$ cat config.mk
export PLATFORM = sky130hd
export DESIGN_NAME = panel_motor_pwm_controller_core
export DESIGN_NICKNAME = d
export VERILOG_FILES = /design/src/design/pmpc_pkg.sv /design/src/design/panel_motor_pwm_controller_core.sv
export SDC_FILE = /design/constraint.sdc
export NUM_CORES = 1
export LEC_CHECK = 0
export BUFFER_PORTS_ARGS = -buffer_cell sky130_fd_sc_hd__buf_4
export CORE_UTILIZATION = 56
export CTS_CLUSTER_DIAMETER = 30
export CTS_CLUSTER_SIZE = 16
export DETAILED_ROUTE_END_ITERATION = 16
export PLACE_DENSITY = 0.76
export RECOVER_POWER = 100
export SYNTH_ARGS = -nofsm -noshare
export SYNTH_HDL_FRONTEND = slang
export SYNTH_SLANG_ARGS = --single-unit
$ cat constraint.sdc
create_clock -name clk -period 9.57 [get_ports clk]
set_input_delay 0.4785 -clock clk [delete_from_list [all_inputs] [get_ports clk]]
set_output_delay 0.4785 -clock clk [all_outputs]
set_load 0.02 [all_outputs]
$ cat src/design/pmpc_pkg.sv
// ----------------------------------------------------------------------------
// Panel motor PWM controller package
// Widths, register indexes and arithmetic constants.
// ----------------------------------------------------------------------------
package pmpc_pkg;

  localparam int unsigned TIME_W   = 32;
  localparam int unsigned PERIOD_W = 16;
  localparam int unsigned DUTY_W   = 7;
  localparam int unsigned UNIT_W   = 10;  // period / 100 fits below 1024

  localparam logic [DUTY_W-1:0] DUTY_FULL = 7'd100;

  // floor(x / 100) for 16-bit x as (x * RECIP) >> RECIP_SHIFT
  localparam int unsigned       RECIP_W     = 17;
  localparam logic [RECIP_W-1:0] RECIP      = 17'd83887;
  localparam int unsigned       RECIP_SHIFT = 23;

  localparam logic [PERIOD_W-1:0] PERIOD_RST = 16'd1000;
  localparam logic [DUTY_W-1:0]   STEP_RST   = 7'd10;
  localparam logic [UNIT_W-1:0]   UNIT_RST   = 10'd10;

  typedef enum logic [0:0] {
    CFG_PERIOD = 1'b0,
    CFG_STEP   = 1'b1
  } cfg_idx_t;

endpackage

$ cat src/design/panel_motor_pwm_controller_core.sv
// Path: an accepted request is registered in the input stage, then in the result stage,
// where it is held until taken. Throughput: one request per cycle unless out_ready stalls;
// the only loop is the state update inside the result stage.
// Stalls: out_ready low holds the result and, once the input stage is full, lowers in_ready.
// Reset: synchronous active-low rst_n empties both stages, clears duty, panel bit, pending
// flags and pin level, and loads period 1000, step 10 and next change time 1000.
// ----------------------------------------------------------------------------
// Panel motor PWM controller core
// Latches speed and panel requests, steps a clamped duty value, toggles the
// panel state and runs a software PWM on the motor pin, one tick per request.
// ----------------------------------------------------------------------------
module panel_motor_pwm_controller_core import pmpc_pkg::*; (
  input  logic                clk,
  input  logic                rst_n,
  // configuration write port
  input  logic                cfg_we,
  input  logic                cfg_addr,
  input  logic [PERIOD_W-1:0] cfg_wdata,
  // tick request channel
  input  logic                in_valid,
  output logic                in_ready,
  input  logic [TIME_W-1:0]   in_time_ms,
  input  logic                in_connected,
  input  logic                in_moving,
  input  logic                in_speed_up_req,
  input  logic                in_speed_down_req,
  input  logic                in_deploy_req,
  input  logic                in_retract_req,
  // result channel
  output logic                out_valid,
  input  logic                out_ready,
  output logic                out_drive_on,
  output logic [DUTY_W-1:0]   out_drive_speed,
  output logic                out_panel_toggled_state
);

  // --------------------------------------------------------------------------
  // Configuration registers. The PWM unit (period / 100) is worked out once
  // per period write with a reciprocal multiply, so the tick path only sees
  // one small multiply.
  // --------------------------------------------------------------------------
  logic [PERIOD_W-1:0]         period_r;
  logic [DUTY_W-1:0]           step_r;
  logic [UNIT_W-1:0]           unit_r;
  logic [PERIOD_W+RECIP_W-1:0] unit_prod;

  assign unit_prod = {{RECIP_W{1'b0}}, cfg_wdata} * {{PERIOD_W{1'b0}}, RECIP};

  always_ff @(posedge clk) begin
    if (!rst_n) begin
      period_r <= PERIOD_RST;
      step_r   <= STEP_RST;
      unit_r   <= UNIT_RST;
    end else if (cfg_we) begin
      case (cfg_addr)
        CFG_PERIOD: begin
          period_r <= cfg_wdata;
          unit_r   <= unit_prod[RECIP_SHIFT +: UNIT_W];
        end
        CFG_STEP: begin
          step_r <= cfg_wdata[DUTY_W-1:0];
        end
        default: begin
        end
      endcase
    end
  end

  // --------------------------------------------------------------------------
  // Handshake. The result register frees up when empty or taken; the input
  // stage advances into it whenever it is free.
  // --------------------------------------------------------------------------
  logic s1_valid_r;
  logic out_valid_r;
  logic res_free;
  logic s1_adv;
  logic in_acc;

  assign res_free = !out_valid_r || out_ready;
  assign s1_adv   = s1_valid_r && res_free;
  assign in_ready = !s1_valid_r || res_free;
  assign in_acc   = in_valid && in_ready;

  always_ff @(posedge clk) begin
    if (!rst_n) begin
      s1_valid_r  <= 1'b0;
      out_valid_r <= 1'b0;
    end else begin
      if (in_ready) begin
        s1_valid_r <= in_valid;
      end
      if (res_free) begin
        out_valid_r <= s1_valid_r;
      end
    end
  end

  // Input stage payload: hold until the stage advances.
  logic [TIME_W-1:0] s1_time_r;
  logic              s1_conn_r;
  logic              s1_moving_r;
  logic              s1_up_r;
  logic              s1_down_r;
  logic              s1_deploy_r;
  logic              s1_retract_r;

  always_ff @(posedge clk) begin
    if (in_acc) begin
      s1_time_r    <= in_time_ms;
      s1_conn_r    <= in_connected;
      s1_moving_r  <= in_moving;
      s1_up_r      <= in_speed_up_req;
      s1_down_r    <= in_speed_down_req;
      s1_deploy_r  <= in_deploy_req;
      s1_retract_r <= in_retract_req;
    end
  end

  // --------------------------------------------------------------------------
  // Controller state, updated as the input stage moves into the result stage.
  // --------------------------------------------------------------------------
  logic [DUTY_W-1:0] duty_r,    duty_nxt;
  logic              panel_r,   panel_nxt;
  logic              up_r,      up_nxt;
  logic              down_r,    down_nxt;
  logic              deploy_r,  deploy_nxt;
  logic              retract_r, retract_nxt;
  logic              pin_r,     pin_nxt;
  logic [TIME_W-1:0] nct_r,     nct_nxt;

  logic signed [DUTY_W+1:0] duty_sum;
  logic [DUTY_W-1:0]        run_duty;
  logic [DUTY_W-1:0]        span_mult;
  logic [UNIT_W+DUTY_W-1:0] span;
  logic [TIME_W-1:0]        t_plus_period;
  logic [TIME_W-1:0]        t_plus_span;
  logic                     run_en;

  always_comb begin
    // latch fresh pulses into the pending flags
    up_nxt      = up_r      | s1_up_r;
    down_nxt    = down_r    | s1_down_r;
    deploy_nxt  = deploy_r  | s1_deploy_r;
    retract_nxt = retract_r | s1_retract_r;
    duty_nxt    = duty_r;
    panel_nxt   = panel_r;
    run_en      = 1'b0;

    // duty step: add and subtract before the clamp, as one signed sum
    duty_sum = $signed({2'b00, duty_r});
    if (up_nxt) begin
      duty_sum = duty_sum + $signed({2'b00, step_r});
    end
    if (down_nxt) begin
      duty_sum = duty_sum - $signed({2'b00, step_r});
    end

    if (s1_conn_r) begin
      up_nxt   = 1'b0;
      down_nxt = 1'b0;
      if (duty_sum < 0) begin
        duty_nxt = '0;
      end else if (duty_sum > $signed({2'b00, DUTY_FULL})) begin
        duty_nxt = DUTY_FULL;
      end else begin
        duty_nxt = duty_sum[DUTY_W-1:0];
      end
      // a panel request while parked flips the panel and stops the motor
      if (!s1_moving_r && (deploy_nxt || retract_nxt)) begin
        panel_nxt   = !panel_r;
        duty_nxt    = '0;
        deploy_nxt  = 1'b0;
        retract_nxt = 1'b0;
      end
      run_en = s1_moving_r && ((panel_nxt && retract_nxt) || deploy_nxt);
    end

    // software PWM
    run_duty      = run_en ? duty_nxt : '0;
    span_mult     = pin_r ? (DUTY_FULL - run_duty) : run_duty;
    span          = {{DUTY_W{1'b0}}, unit_r} * {{UNIT_W{1'b0}}, span_mult};
    t_plus_period = s1_time_r + {{(TIME_W-PERIOD_W){1'b0}}, period_r};
    t_plus_span   = s1_time_r + {{(TIME_W-UNIT_W-DUTY_W){1'b0}}, span};
    pin_nxt       = pin_r;
    nct_nxt       = nct_r;
    if (run_duty == '0) begin
      pin_nxt = 1'b0;
      nct_nxt = t_plus_period;
    end else if (run_duty == DUTY_FULL) begin
      pin_nxt = 1'b1;
      nct_nxt = t_plus_period;
    end else if (s1_time_r > nct_r) begin
      pin_nxt = !pin_r;
      nct_nxt = t_plus_span;
    end
  end

  always_ff @(posedge clk) begin
    if (!rst_n) begin
      duty_r    <= '0;
      panel_r   <= 1'b0;
      up_r      <= 1'b0;
      down_r    <= 1'b0;
      deploy_r  <= 1'b0;
      retract_r <= 1'b0;
      pin_r     <= 1'b0;
      nct_r     <= {{(TIME_W-PERIOD_W){1'b0}}, PERIOD_RST};
    end else if (s1_adv) begin
      duty_r    <= duty_nxt;
      panel_r   <= panel_nxt;
      up_r      <= up_nxt;
      down_r    <= down_nxt;
      deploy_r  <= deploy_nxt;
      retract_r <= retract_nxt;
      pin_r     <= pin_nxt;
      nct_r     <= nct_nxt;
    end
  end

  // Result register: hold while stalled.
  logic              drive_on_r;
  logic [DUTY_W-1:0] drive_speed_r;
  logic              panel_out_r;

  always_ff @(posedge clk) begin
    if (s1_adv) begin
      drive_on_r    <= pin_nxt;
      drive_speed_r <= duty_nxt;
      panel_out_r   <= panel_nxt;
    end
  end

  assign out_valid               = out_valid_r;
  assign out_drive_on            = drive_on_r;
  assign out_drive_speed         = drive_speed_r;
  assign out_panel_toggled_state = panel_out_r;

endmodule

# Yosys cells after proc, flatten, opt, wreduce, memory -nomap -nowiden
# Cells that the tools add are included.
[word_totals] inputBits=60 output_inout_bits=11 elab_cells=84 register_bits=127
[op_classes] add_sub_neg=5 n_reduce_logical=19 mux=26 mul=2 bitwise_logic=5 n_eq_ne=1 magnitude_cmp=3
[op_table] op="32-bit 2-to-1 mux" n=3
[op_table] op="7-bit 2-to-1 mux" n=6
[op_table] op="16-bit by 17-bit multiplier with 33-bit output, second input constant" n=1
[op_table] op="32-bit by 16-bit adder with 32-bit output" n=1
[op_table] op="32-bit by 17-bit adder with 32-bit output" n=1
[op_table] op="32-bit > comparator" n=1
[op_table] op="10-bit by 7-bit multiplier with 17-bit output" n=1
[op_table] op="1-bit 2-to-1 mux" n=15
[op_table] op="9-bit by 8-bit > comparator with 1-bit output, second input constant" n=1
[op_table] op="9-bit by 1-bit < comparator with 1-bit output, second input constant" n=1
[op_table] op="9-bit 2-to-1 mux" n=1
[op_table] op="9-bit by 8-bit subtractor with 9-bit output" n=1
[op_table] op="7-bit by 7-bit adder with 8-bit output" n=1
[op_table] op="8-bit 2-to-1 mux" n=1
[op_table] op="7-bit == test, second input constant" n=1
[op_table] op="7-bit zero test" n=1
[op_table] op="7-bit subtractor, first input constant" n=1
[op_table] op="2-bit AND reduction" n=3
[op_table] op="1-bit logical AND" n=5
[op_table] op="1-bit zero test" n=5
[op_table] op="1-bit logical OR" n=4
[op_table] op="1-bit bitwise OR" n=4
[op_table] op="3-bit nonzero test" n=1
[op_table] op="1-bit inverter" n=1

# Depth between registers and ports, before layout
# Gate-level depths: netlist of run 1.
[depth] word_depth=17 ltp_mapped=43 mapped_depth_nobuf=43

# Worst setup path after synthesis of run 1
# OpenSTA, ideal clock, no wires.
[synth_timing] path_kind="flip-flop to flip-flop" start="register duty_r[0]" end="register nct_r[19]" slack_ps=157 period_less_slack_ps=9413 stages_incl_launch_ff=42 setup_time_ps=60 arrival_ps=9353 n_path_buf=0 required_time_ps=9510 cell_sequence="dfxtp_1 ha_1 inv_1 fa_1 nor2b_1 o22ai_2 xnor2_1 mux2_2 ha_1 or2_1 or4_4 o21a_1 a21oi_1 nor2_1 or3_1 o22ai_1 and2_1 inv_1 [6 not listed] a21oi_2 nand2b_1 fa_1 fa_1 inv_1 fa_1 inv_1 fa_1 inv_1 ha_1 a2111oi_0 nor4_1 o31a_1 a21o_1 a21o_1 mux2i_2 nand3b_1 o2111a_1"
[synth_via] elab_chain_cells=17 word_cells_on_any_way=22 classes_between="add/sub: 4; mul: 1; order compare: 2; eq/ne: 1; mux: 11; reduce/logical: 3"
[synth_lines] element="from (decl)" line_no="panel_motor_pwm_controller_core.sv:122" rtl="logic [DUTY_W-1:0] duty_r, duty_nxt;"
[synth_lines] element="from (signal assigned)" line_no="panel_motor_pwm_controller_core.sv:209" rtl="duty_r <= duty_nxt;"
[synth_lines] element="7-bit by 7-bit adder with 8-bit output" line_no="panel_motor_pwm_controller_core.sv:152" rtl="duty_sum = duty_sum + $signed({2'b00, step_r});"
[synth_lines] element="8-bit 2-to-1 mux" line_no="panel_motor_pwm_controller_core.sv:151" rtl="if (up_nxt) begin"
[synth_lines] element="9-bit by 8-bit subtractor with 9-bit output" line_no="panel_motor_pwm_controller_core.sv:155" rtl="duty_sum = duty_sum - $signed({2'b00, step_r});"
[synth_lines] element="9-bit 2-to-1 mux" line_no="panel_motor_pwm_controller_core.sv:154" rtl="if (down_nxt) begin"
[synth_lines] element="9-bit by 8-bit > comparator with 1-bit output" line_no="panel_motor_pwm_controller_core.sv:163" rtl="end else if (duty_sum > $signed({2'b00, DUTY_FULL})) begin"
[synth_lines] element="7-bit 2-to-1 mux" line_no="panel_motor_pwm_controller_core.sv:163"
[synth_lines] element="7-bit 2-to-1 mux" line_no="panel_motor_pwm_controller_core.sv:161" rtl="if (duty_sum < 0) begin"
[synth_lines] element="7-bit 2-to-1 mux" line_no="panel_motor_pwm_controller_core.sv:169" rtl="if (!s1_moving_r && (deploy_nxt || retract_nxt)) begin"
[synth_lines] element="7-bit 2-to-1 mux *" line_no="panel_motor_pwm_controller_core.sv:158" rtl="if (s1_conn_r) begin"
[synth_lines] element="7-bit 2-to-1 mux *" line_no="panel_motor_pwm_controller_core.sv:179" rtl="run_duty = run_en ? duty_nxt : '0;"
[synth_lines] element="7-bit subtractor" line_no="panel_motor_pwm_controller_core.sv:180" rtl="span_mult = pin_r ? (DUTY_FULL - run_duty) : run_duty;"
[synth_lines] element="7-bit 2-to-1 mux" line_no="panel_motor_pwm_controller_core.sv:180"
[synth_lines] element="10-bit by 7-bit multiplier with 17-bit output" line_no="panel_motor_pwm_controller_core.sv:181" rtl="span = {{DUTY_W{1'b0}}, unit_r} * {{UNIT_W{1'b0}}, span_mult};"
[synth_lines] element="32-bit by 17-bit adder with 32-bit output" line_no="panel_motor_pwm_controller_core.sv:183" rtl="t_plus_span = s1_time_r + {{(TIME_W-UNIT_W-DUTY_W){1'b0}}, span};"
[synth_lines] element="32-bit 2-to-1 mux" line_no="panel_motor_pwm_controller_core.sv:192" rtl="end else if (s1_time_r > nct_r) begin"
[synth_lines] element="32-bit 2-to-1 mux" line_no="panel_motor_pwm_controller_core.sv:189" rtl="end else if (run_duty == DUTY_FULL) begin"
[synth_lines] element="32-bit 2-to-1 mux" line_no="panel_motor_pwm_controller_core.sv:186" rtl="if (run_duty == '0) begin"
[synth_lines] element="to (signal assigned)" line_no="panel_motor_pwm_controller_core.sv:207" rtl="nct_r <= {{(TIME_W-PERIOD_W){1'b0}}, PERIOD_RST};"
[synth_lines] element="to (signal assigned)" line_no="panel_motor_pwm_controller_core.sv:216" rtl="nct_r <= nct_nxt;"
[synth_lines] element="to (decl)" line_no="panel_motor_pwm_controller_core.sv:129" rtl="logic [TIME_W-1:0] nct_r, nct_nxt;"
# Mark *: on every way between the ends. The rest lies on a longest branch, timed or not. The select of a mux whose other input is x is not followed.
# A chain may end at the register's enable or synchronous reset.

# Worst setup path after layout of run 1
[layout_timing] start="register step_r[0]" end="register nct_r[21]"
[layout_via] elab_chain_cells=17 word_cells_on_any_way=22 classes_between="add/sub: 4; mul: 1; order compare: 2; eq/ne: 1; mux: 11; reduce/logical: 3"
[layout_lines] element="from (decl)" line_no="panel_motor_pwm_controller_core.sv:43" rtl="logic [DUTY_W-1:0] step_r;"
[layout_lines] element="from (signal assigned)" line_no="panel_motor_pwm_controller_core.sv:61" rtl="step_r <= cfg_wdata[DUTY_W-1:0];"
[layout_lines] element="7-bit by 7-bit adder with 8-bit output" line_no="panel_motor_pwm_controller_core.sv:152"
[layout_lines] element="8-bit 2-to-1 mux" line_no="panel_motor_pwm_controller_core.sv:151"
[layout_lines] element="9-bit by 8-bit subtractor with 9-bit output" line_no="panel_motor_pwm_controller_core.sv:155"
[layout_lines] element="9-bit 2-to-1 mux *" line_no="panel_motor_pwm_controller_core.sv:154"
[layout_lines] element="9-bit by 8-bit > comparator with 1-bit output" line_no="panel_motor_pwm_controller_core.sv:163"
[layout_lines] element="7-bit 2-to-1 mux" line_no="panel_motor_pwm_controller_core.sv:163"
[layout_lines] element="7-bit 2-to-1 mux *" line_no="panel_motor_pwm_controller_core.sv:161"
[layout_lines] element="7-bit 2-to-1 mux *" line_no="panel_motor_pwm_controller_core.sv:169"
[layout_lines] element="7-bit 2-to-1 mux *" line_no="panel_motor_pwm_controller_core.sv:158"
[layout_lines] element="7-bit 2-to-1 mux *" line_no="panel_motor_pwm_controller_core.sv:179"
[layout_lines] element="7-bit subtractor" line_no="panel_motor_pwm_controller_core.sv:180"
[layout_lines] element="7-bit 2-to-1 mux" line_no="panel_motor_pwm_controller_core.sv:180"
[layout_lines] element="10-bit by 7-bit multiplier with 17-bit output" line_no="panel_motor_pwm_controller_core.sv:181"
[layout_lines] element="32-bit by 17-bit adder with 32-bit output" line_no="panel_motor_pwm_controller_core.sv:183"
[layout_lines] element="32-bit 2-to-1 mux" line_no="panel_motor_pwm_controller_core.sv:192"
[layout_lines] element="32-bit 2-to-1 mux" line_no="panel_motor_pwm_controller_core.sv:189"
[layout_lines] element="32-bit 2-to-1 mux" line_no="panel_motor_pwm_controller_core.sv:186"
# Marked as above.

==> out/qor.yml, run 1 <==
fp.dieW_um: 166.9
synth_ff_type: "dfxtp_1"
ys_warn_count: 0
grt_max_degree: 52
fin_worst_skew_ns: 0.01196
nFillCells: 2081
area_delta_synth_final_pct: 13.27
finish.utilization_pct: 65.42
fin_crit_ns: 9.274
crit_top_cell: "inv_1"
seq_area_mm2: 0.003015
antenna_left: 0
cp.required_ns: 9.95
routed_via_density: 5.821
cp-startpoint: "step_r[0]"
core.rowCount: 59
die-area_mm2: 0.02784
hp-start: "in_time_ms[20]"
timing.rr.start: "step_r[0]"
cts_sinks: 127
ir_worst_vdd_mv: 0.2770
grt_pass1_wl_mm: 60.82
post-route-period-util_pct: 96.91
hp-class: "in2reg"
cts_buffers: 17
cts_tree: "done"
grt_pass1_vias: 12290
p_leak_nw: 8.208
gp_congestion: 0.9350
tns_ns: 0
io_pins: 71
violations: "max-capacitance violations, max-slew violations"
path_clk_slew_ns: 0.06
dieHeight_um: 166.9
ys_types: 85
slowest_stage: "fa_1"
multi_input_area_mm2: 0.01129
critPathLaunchType: "register"
start_util_pct: 57.76
antenna_found_initial: 0
cts_buffer_depth: 2
setup_viol: 0
wl_mm: 36.97
syn-mean-instance-area_um2: 9.242
worstPathArrival_ns: 9.66
drt_first_pass_iters: 5
nNetsFinal: 2201
gr-total-overflow: 0
hold_violations: 0
crit_path_end_kind: "register"
hpwl_mm: 29.09
via_count: 12200
drc: 0
tightestPinTransition_ns: 2.583
async_flop_share_pct: 0
drv_cap: 2
postCtsHoldBufs: 0
worstPathMaxFanout: 8
fmax_ghz: 0.1078
wl_per_cell_um: 17.64
yosysSeqAreaShare_pct: 19.79
ctsHtreeMaxLevel: 4
port_buffers: 70
powerDensity_mw_per_mm2: 192.5
max-slew-margin-rel_pct: -72.31
clock_latency_ns: 0.44
critPathMaxStageDelay_ns: 0.54
status: "finished with violations"
ys_ff_latch: 127
grt_usage_pct: 27.59
cts-root-buf: "clkbuf_16"
synth_area_mm2: 0.01522
finalWorstSetupSlack_ns: 0.2955
core_mm2: 0.02635
finalMaxSlewViolations: 85
crit_type: "reg2reg"
place_worst_setup_slack_ns: -0.4449
drtIter0Drc: 838
drive_gt1_share_pct: 12.44
whs_ns: 0.2292
synth_fp_nets: 2100
syn_inst: 1647
synth_edf_count: 47
reg2reg_slack_ns: 0.30
diodes: 0
Yosys cell counts, types with 6 or more instances:
cell,instances,area (um2)
a2111oi_0,6,52.55
a211oi_1,17,127.6
a21o_1,24,180.2
a21oi_1,81,405.4
a31oi_1,7,43.79
and2_1,27,168.9
and3_1,23,143.9
buf_6,6,67.56
clkbuf_1,23,86.33
dfxtp_1,80,1602
edfxtp_1,47,1411
fa_1,154,3083
ha_1,239,2990
inv_1,271,1017
mux2i_1,15,150.1
nand2_1,129,484.2
nand2b_1,20,125.1
nand3_1,41,205.2
nand4_1,11,68.82
nor2_1,74,277.8
nor2b_1,43,269.0
nor3_1,28,140.1
o2111ai_1,6,52.55
o211ai_1,21,157.7
o21a_1,18,135.1
o21ai_0,54,270.3
o21ai_1,9,45.04
o31ai_1,7,52.55
or2_2,10,62.56
or3_1,11,68.82
xnor2_1,33,289.0
xor2_1,18,157.7
worst max-delay path: cells and delay by family (launching register included):
kind / cells / cell delay, ns
compound gates: 10 / 1.61
xor+xnor: 2 / 0.38
fa+ha+maj: 9 / 3.31
buf+inv: 7 / 0.65
flops: 1 / 0.33
mux: 2 / 0.38
simple gates: 13 / 2.51
registers in the layout, indices dropped and copies added, names as in the netlist, 7 cells and up:
register         cells
nct_r               32
s1_time_r           32
period_r            16
unit_r              10
duty_r               7
out_drive_speed      7
step_r               7
final cells by class:
class / instances / area share, %
inverters: 272 / 5.922
multi-input cells: 1209 / 65.50
clock inverters: 12 / 0.8273
repair buffers: 121 / 5.051
well taps: 335 / 2.431
clock buffers: 20 / 2.780
flip-flops and latches: 127 / 17.49
cells in the final DEF, fill, tap and decap left out, drive strengths merged, types with 6 or more instances in the layout:
cell type,Yosys,final
a211oi,19,19
nor2,74,74
or3,12,12
mux2i,17,17
o31ai,8,8
nand2,129,129
a21o,24,24
and3,23,23
nand4,11,11
buf,17,69
and2,27,27
o211ai,22,22
fa,154,154
nor3,28,28
o21a,18,18
edfxtp,47,47
a21oi,82,82
a31oi,8,8
o21ai,64,64
clkbuf,23,72
a2111oi,6,6
ha,239,239
dfxtp,80,80
xor2,18,19
nor2b,43,43
nand3,41,41
inv,272,277
o2111ai,6,6
nand2b,21,21
xnor2,33,33
or2,13,13
logic make-up (layout without fill, tap and decap cells):
group / Yosys count / count (layout) / synth area share, %
AO/OA/AOI/OAI: 297 / 297 / 13.04
XOR/XNOR: 51 / 52 / 2.935
adder cells (fa/ha/maj): 393 / 393 / 39.90
buffers and inverters: 312 / 425 / 8.113
flip-flops: 127 / 127 / 19.79
multiplexers: 19 / 19 / 1.315
AND/OR/NAND/NOR: 448 / 448 / 14.90
layer usage:
layer | up-vias | part of all wire [%] | GRT usage [%]
li1 | 5808 | - | -
met1 | 5971 | 45 | 36.50
met2 | 332 | 47 | 44.93
met3 | 89 | 5.6 | 4.919
met4 | 0 | 3.2 | 10.63
met5 | - | 0 | 0
through the flow:
stage | total power (W) | cell area, um2 | instances
2_1_floorplan | 0.002084 | 15220 | 1647
3_3_place_gp | 0.002524 | 16270 | 2054
3_5_place_dp | 0.002574 | 16270 | 2054
4_1_cts | 0.003290 | 16950 | 2087
5_1_grt | 0.003657 | 17240 | 2096
6_report | 0.003320 | 17240 | 2096
timing repair:
action                                  in CTS  in global routing
pin swaps                                    2                 37
endpoints found under the hold margin        0                  0
resized for setup                            9                 64
endpoints found under the setup margin      20                 23
buffers inserted                             1                  8
gates cloned                                 0                  1
report_power, final:
| group | total (W) | internal (W) | switching, W |
|---|---|---|---|
| clock | 0.000690 | 0.000419 | 0.000271 |
| combinational | 0.00197 | 0.000890 | 0.00108 |
| sequential | 0.000657 | 0.000605 | 0.0000513 |
| total | 0.00332 | 0.00191 | 0.00141 |
worst paths after layout:
| kind | cells after the start | end |
|---|---|---|
| min | 1 | s1_time_r[20] |
| max | 43 | nct_r[21] |
| min reg2reg | 2 | nct_r[28] |
| max reg2reg | 43 | nct_r[21] |
Note: power is estimated with default switching activity, not from simulation.
==> run 2: changes to the inputs <==
- CTS_BUF_LIST: default -> sky130_fd_sc_hd__clkbuf_8
==> out/qor.yml, run 2 (same netlist as run 1, synthesis figures left out) <==
clock_latency_ns: 0.49
path_delay_family: "adder cells"
hold_violations: 0
fin_crit_ns: 9.258
fmax_ghz: 0.1080
grt_pass1_vias: 12180
via_count: 12110
wl_per_cell_um: 17.60
placed_cells: 2054
cts_buffers: 17
cp.required_ns: 10.00
grt_max_degree: 52
area_delta_synth_final_pct: 12.19
ir_worst_vdd_mv: 0.2749
post-route-period-util_pct: 96.75
status: "finished with violations"
reg2reg_slack_ns: 0.31
endpoint: "nct_r[21]"
finalWorstSetupSlack_ns: 0.3115
crit_top_cell: "inv_1"
crit_cells: 43
critPathLaunchType: "register"
reg2reg_depth: 43
drtIter0Drc: 761
hp-class: "in2reg"
cts_tree: "done"
final_cell_mix: "inv_1, ha_1, fa_1"
drive_gt1_share_pct: 12.66
cts_buffer_depth: 2
slowest_stage: "fa_1"
drv_cap: 2
worstPathArrival_ns: 9.68
whs_ns: 0.1866
nNetsFinal: 2202
fp.dieW_um: 166.9
p_leak_nw: 8.127
grt_usage_pct: 27.34
setup_viol: 0
wl_mm: 36.90
gr-total-overflow: 0
diodes: 0
die-area_mm2: 0.02784
gp_congestion: 0.9350
r2r-end: "nct_r[21]"
timing.rr.start: "duty_r[0]"
crit_path_end_kind: "register"
layout_commonest_cell: "inv_1"
place_worst_setup_slack_ns: -0.4449
max-slew-margin-rel_pct: -74.79
postCtsHoldBufs: 0
path_clk_slew_ns: 0.09
routed_via_density: 5.773
grt_pass1_wl_mm: 60.24
fin_worst_skew_ns: 0.01712
start_util_pct: 57.76
cts_sinks: 127
critPathMaxStageDelay_ns: 0.55
finalMaxSlewViolations: 85
port_buffers: 70
violations: "max-capacitance violations, max-slew violations"
reg_top3: "nct_r x32, s1_time_r x32, period_r x16"
powerDensity_mw_per_mm2: 185.2
core_mm2: 0.02635
antenna_left: 0
cts-root-buf: "clkbuf_8"
tightestPinTransition_ns: 2.620
worstPathMaxFanout: 8
crit_type: "reg2reg"
io_pins: 71
hpwl_mm: 29.09
drt_first_pass_iters: 8
core.rowCount: 59
dieHeight_um: 166.9
drc: 0
stdcell_count: 2097
cp-startpoint: "duty_r[0]"
antenna_found_initial: 0
ctsHtreeMaxLevel: 4
path_buf_inv: 7
[run 2: cell count changes in the layout (fill, tap and decap cells not counted), sizes merged]
cell | previous run | this run
buf | 69 | 70
inv | 277 | 278
clkbuf | 72 | 69
bufinv | 2 | 4
[run 2: layer usage]
layer | part of all wire [%] | track usage [%] | vias up
met3 | 5.6 | 4.990 | 70
met5 | 0 | 0 | -
li1 | - | - | 5802
met2 | 47 | 44.66 | 356
met4 | 2.7 | 10.06 | 0
met1 | 45 | 36.16 | 5878
[run 2: through the flow]
step	TNS, ns	power [W]	utilization (%)	instance area (um2)
6_report	0	0.003163	64.80	17080
5_1_grt	-0.6063	0.003501	64.80	17080
4_1_cts	0	0.003136	63.62	16770
3_5_place_dp	-5.208	0.002574	61.73	16270
3_3_place_gp	-0.5494	0.002524	61.73	16270
2_1_floorplan	0	0.002084	-	15220
[run 2: area by class of cell]
type	count	area, um2
Tap cell	335	419.2
Fill cell	2119	9278
Sequential cell	127	3015
Clock inverter	15	206.4
Inverter	272	1021
Timing Repair Buffer	122	878.3
Multi-Input combinational cell	1209	11300
Clock buffer	17	234.0
[run 2: report_power, final]
part	total, W	internal [W]	switching (W)
clock	0.000537	0.000287	0.000250
combinational	0.00197	0.000890	0.00108
sequential	0.000656	0.000604	0.0000513
total	0.00316	0.00178	0.00138
[run 2: worst min path at each step]
| stage | slack, ns | end | depth (start not counted) | start |
|---|---|---|---|---|
| finish | 0.19 | s1_time_r[30] | 1 | in_time_ms[30] |
| global placement | 0.43 | nct_r[17] | 2 | nct_r[17] |
| floorplan | 0.43 | nct_r[20] | 2 | nct_r[20] |
| global route | 0.16 | s1_deploy_r | 1 | in_deploy_req |
| CTS | 0.14 | s1_time_r[20] | 1 | in_time_ms[20] |
| detailed placement | 0.44 | nct_r[17] | 2 | nct_r[17] |
[run 2: timing repair]
item	in CTS	in global routing
hold endpoints to repair	0	0
setup buffers	1	9
endpoints found under the setup margin	20	23
pin swaps	2	36
gates cloned	0	1
gates resized for setup	9	67
[run 2: worst register-to-register path: cells and delay by family, from the launching register on]
kind	cells	cell delay, ns
adders and majority gates	9	3.32
DFF	1	0.34
AOI/OAI and AO/OA	10	1.61
and+or+nand+nor	13	2.51
buffers and inverters	7	0.66
muxes	2	0.38
xor gates and xnor gates	2	0.38
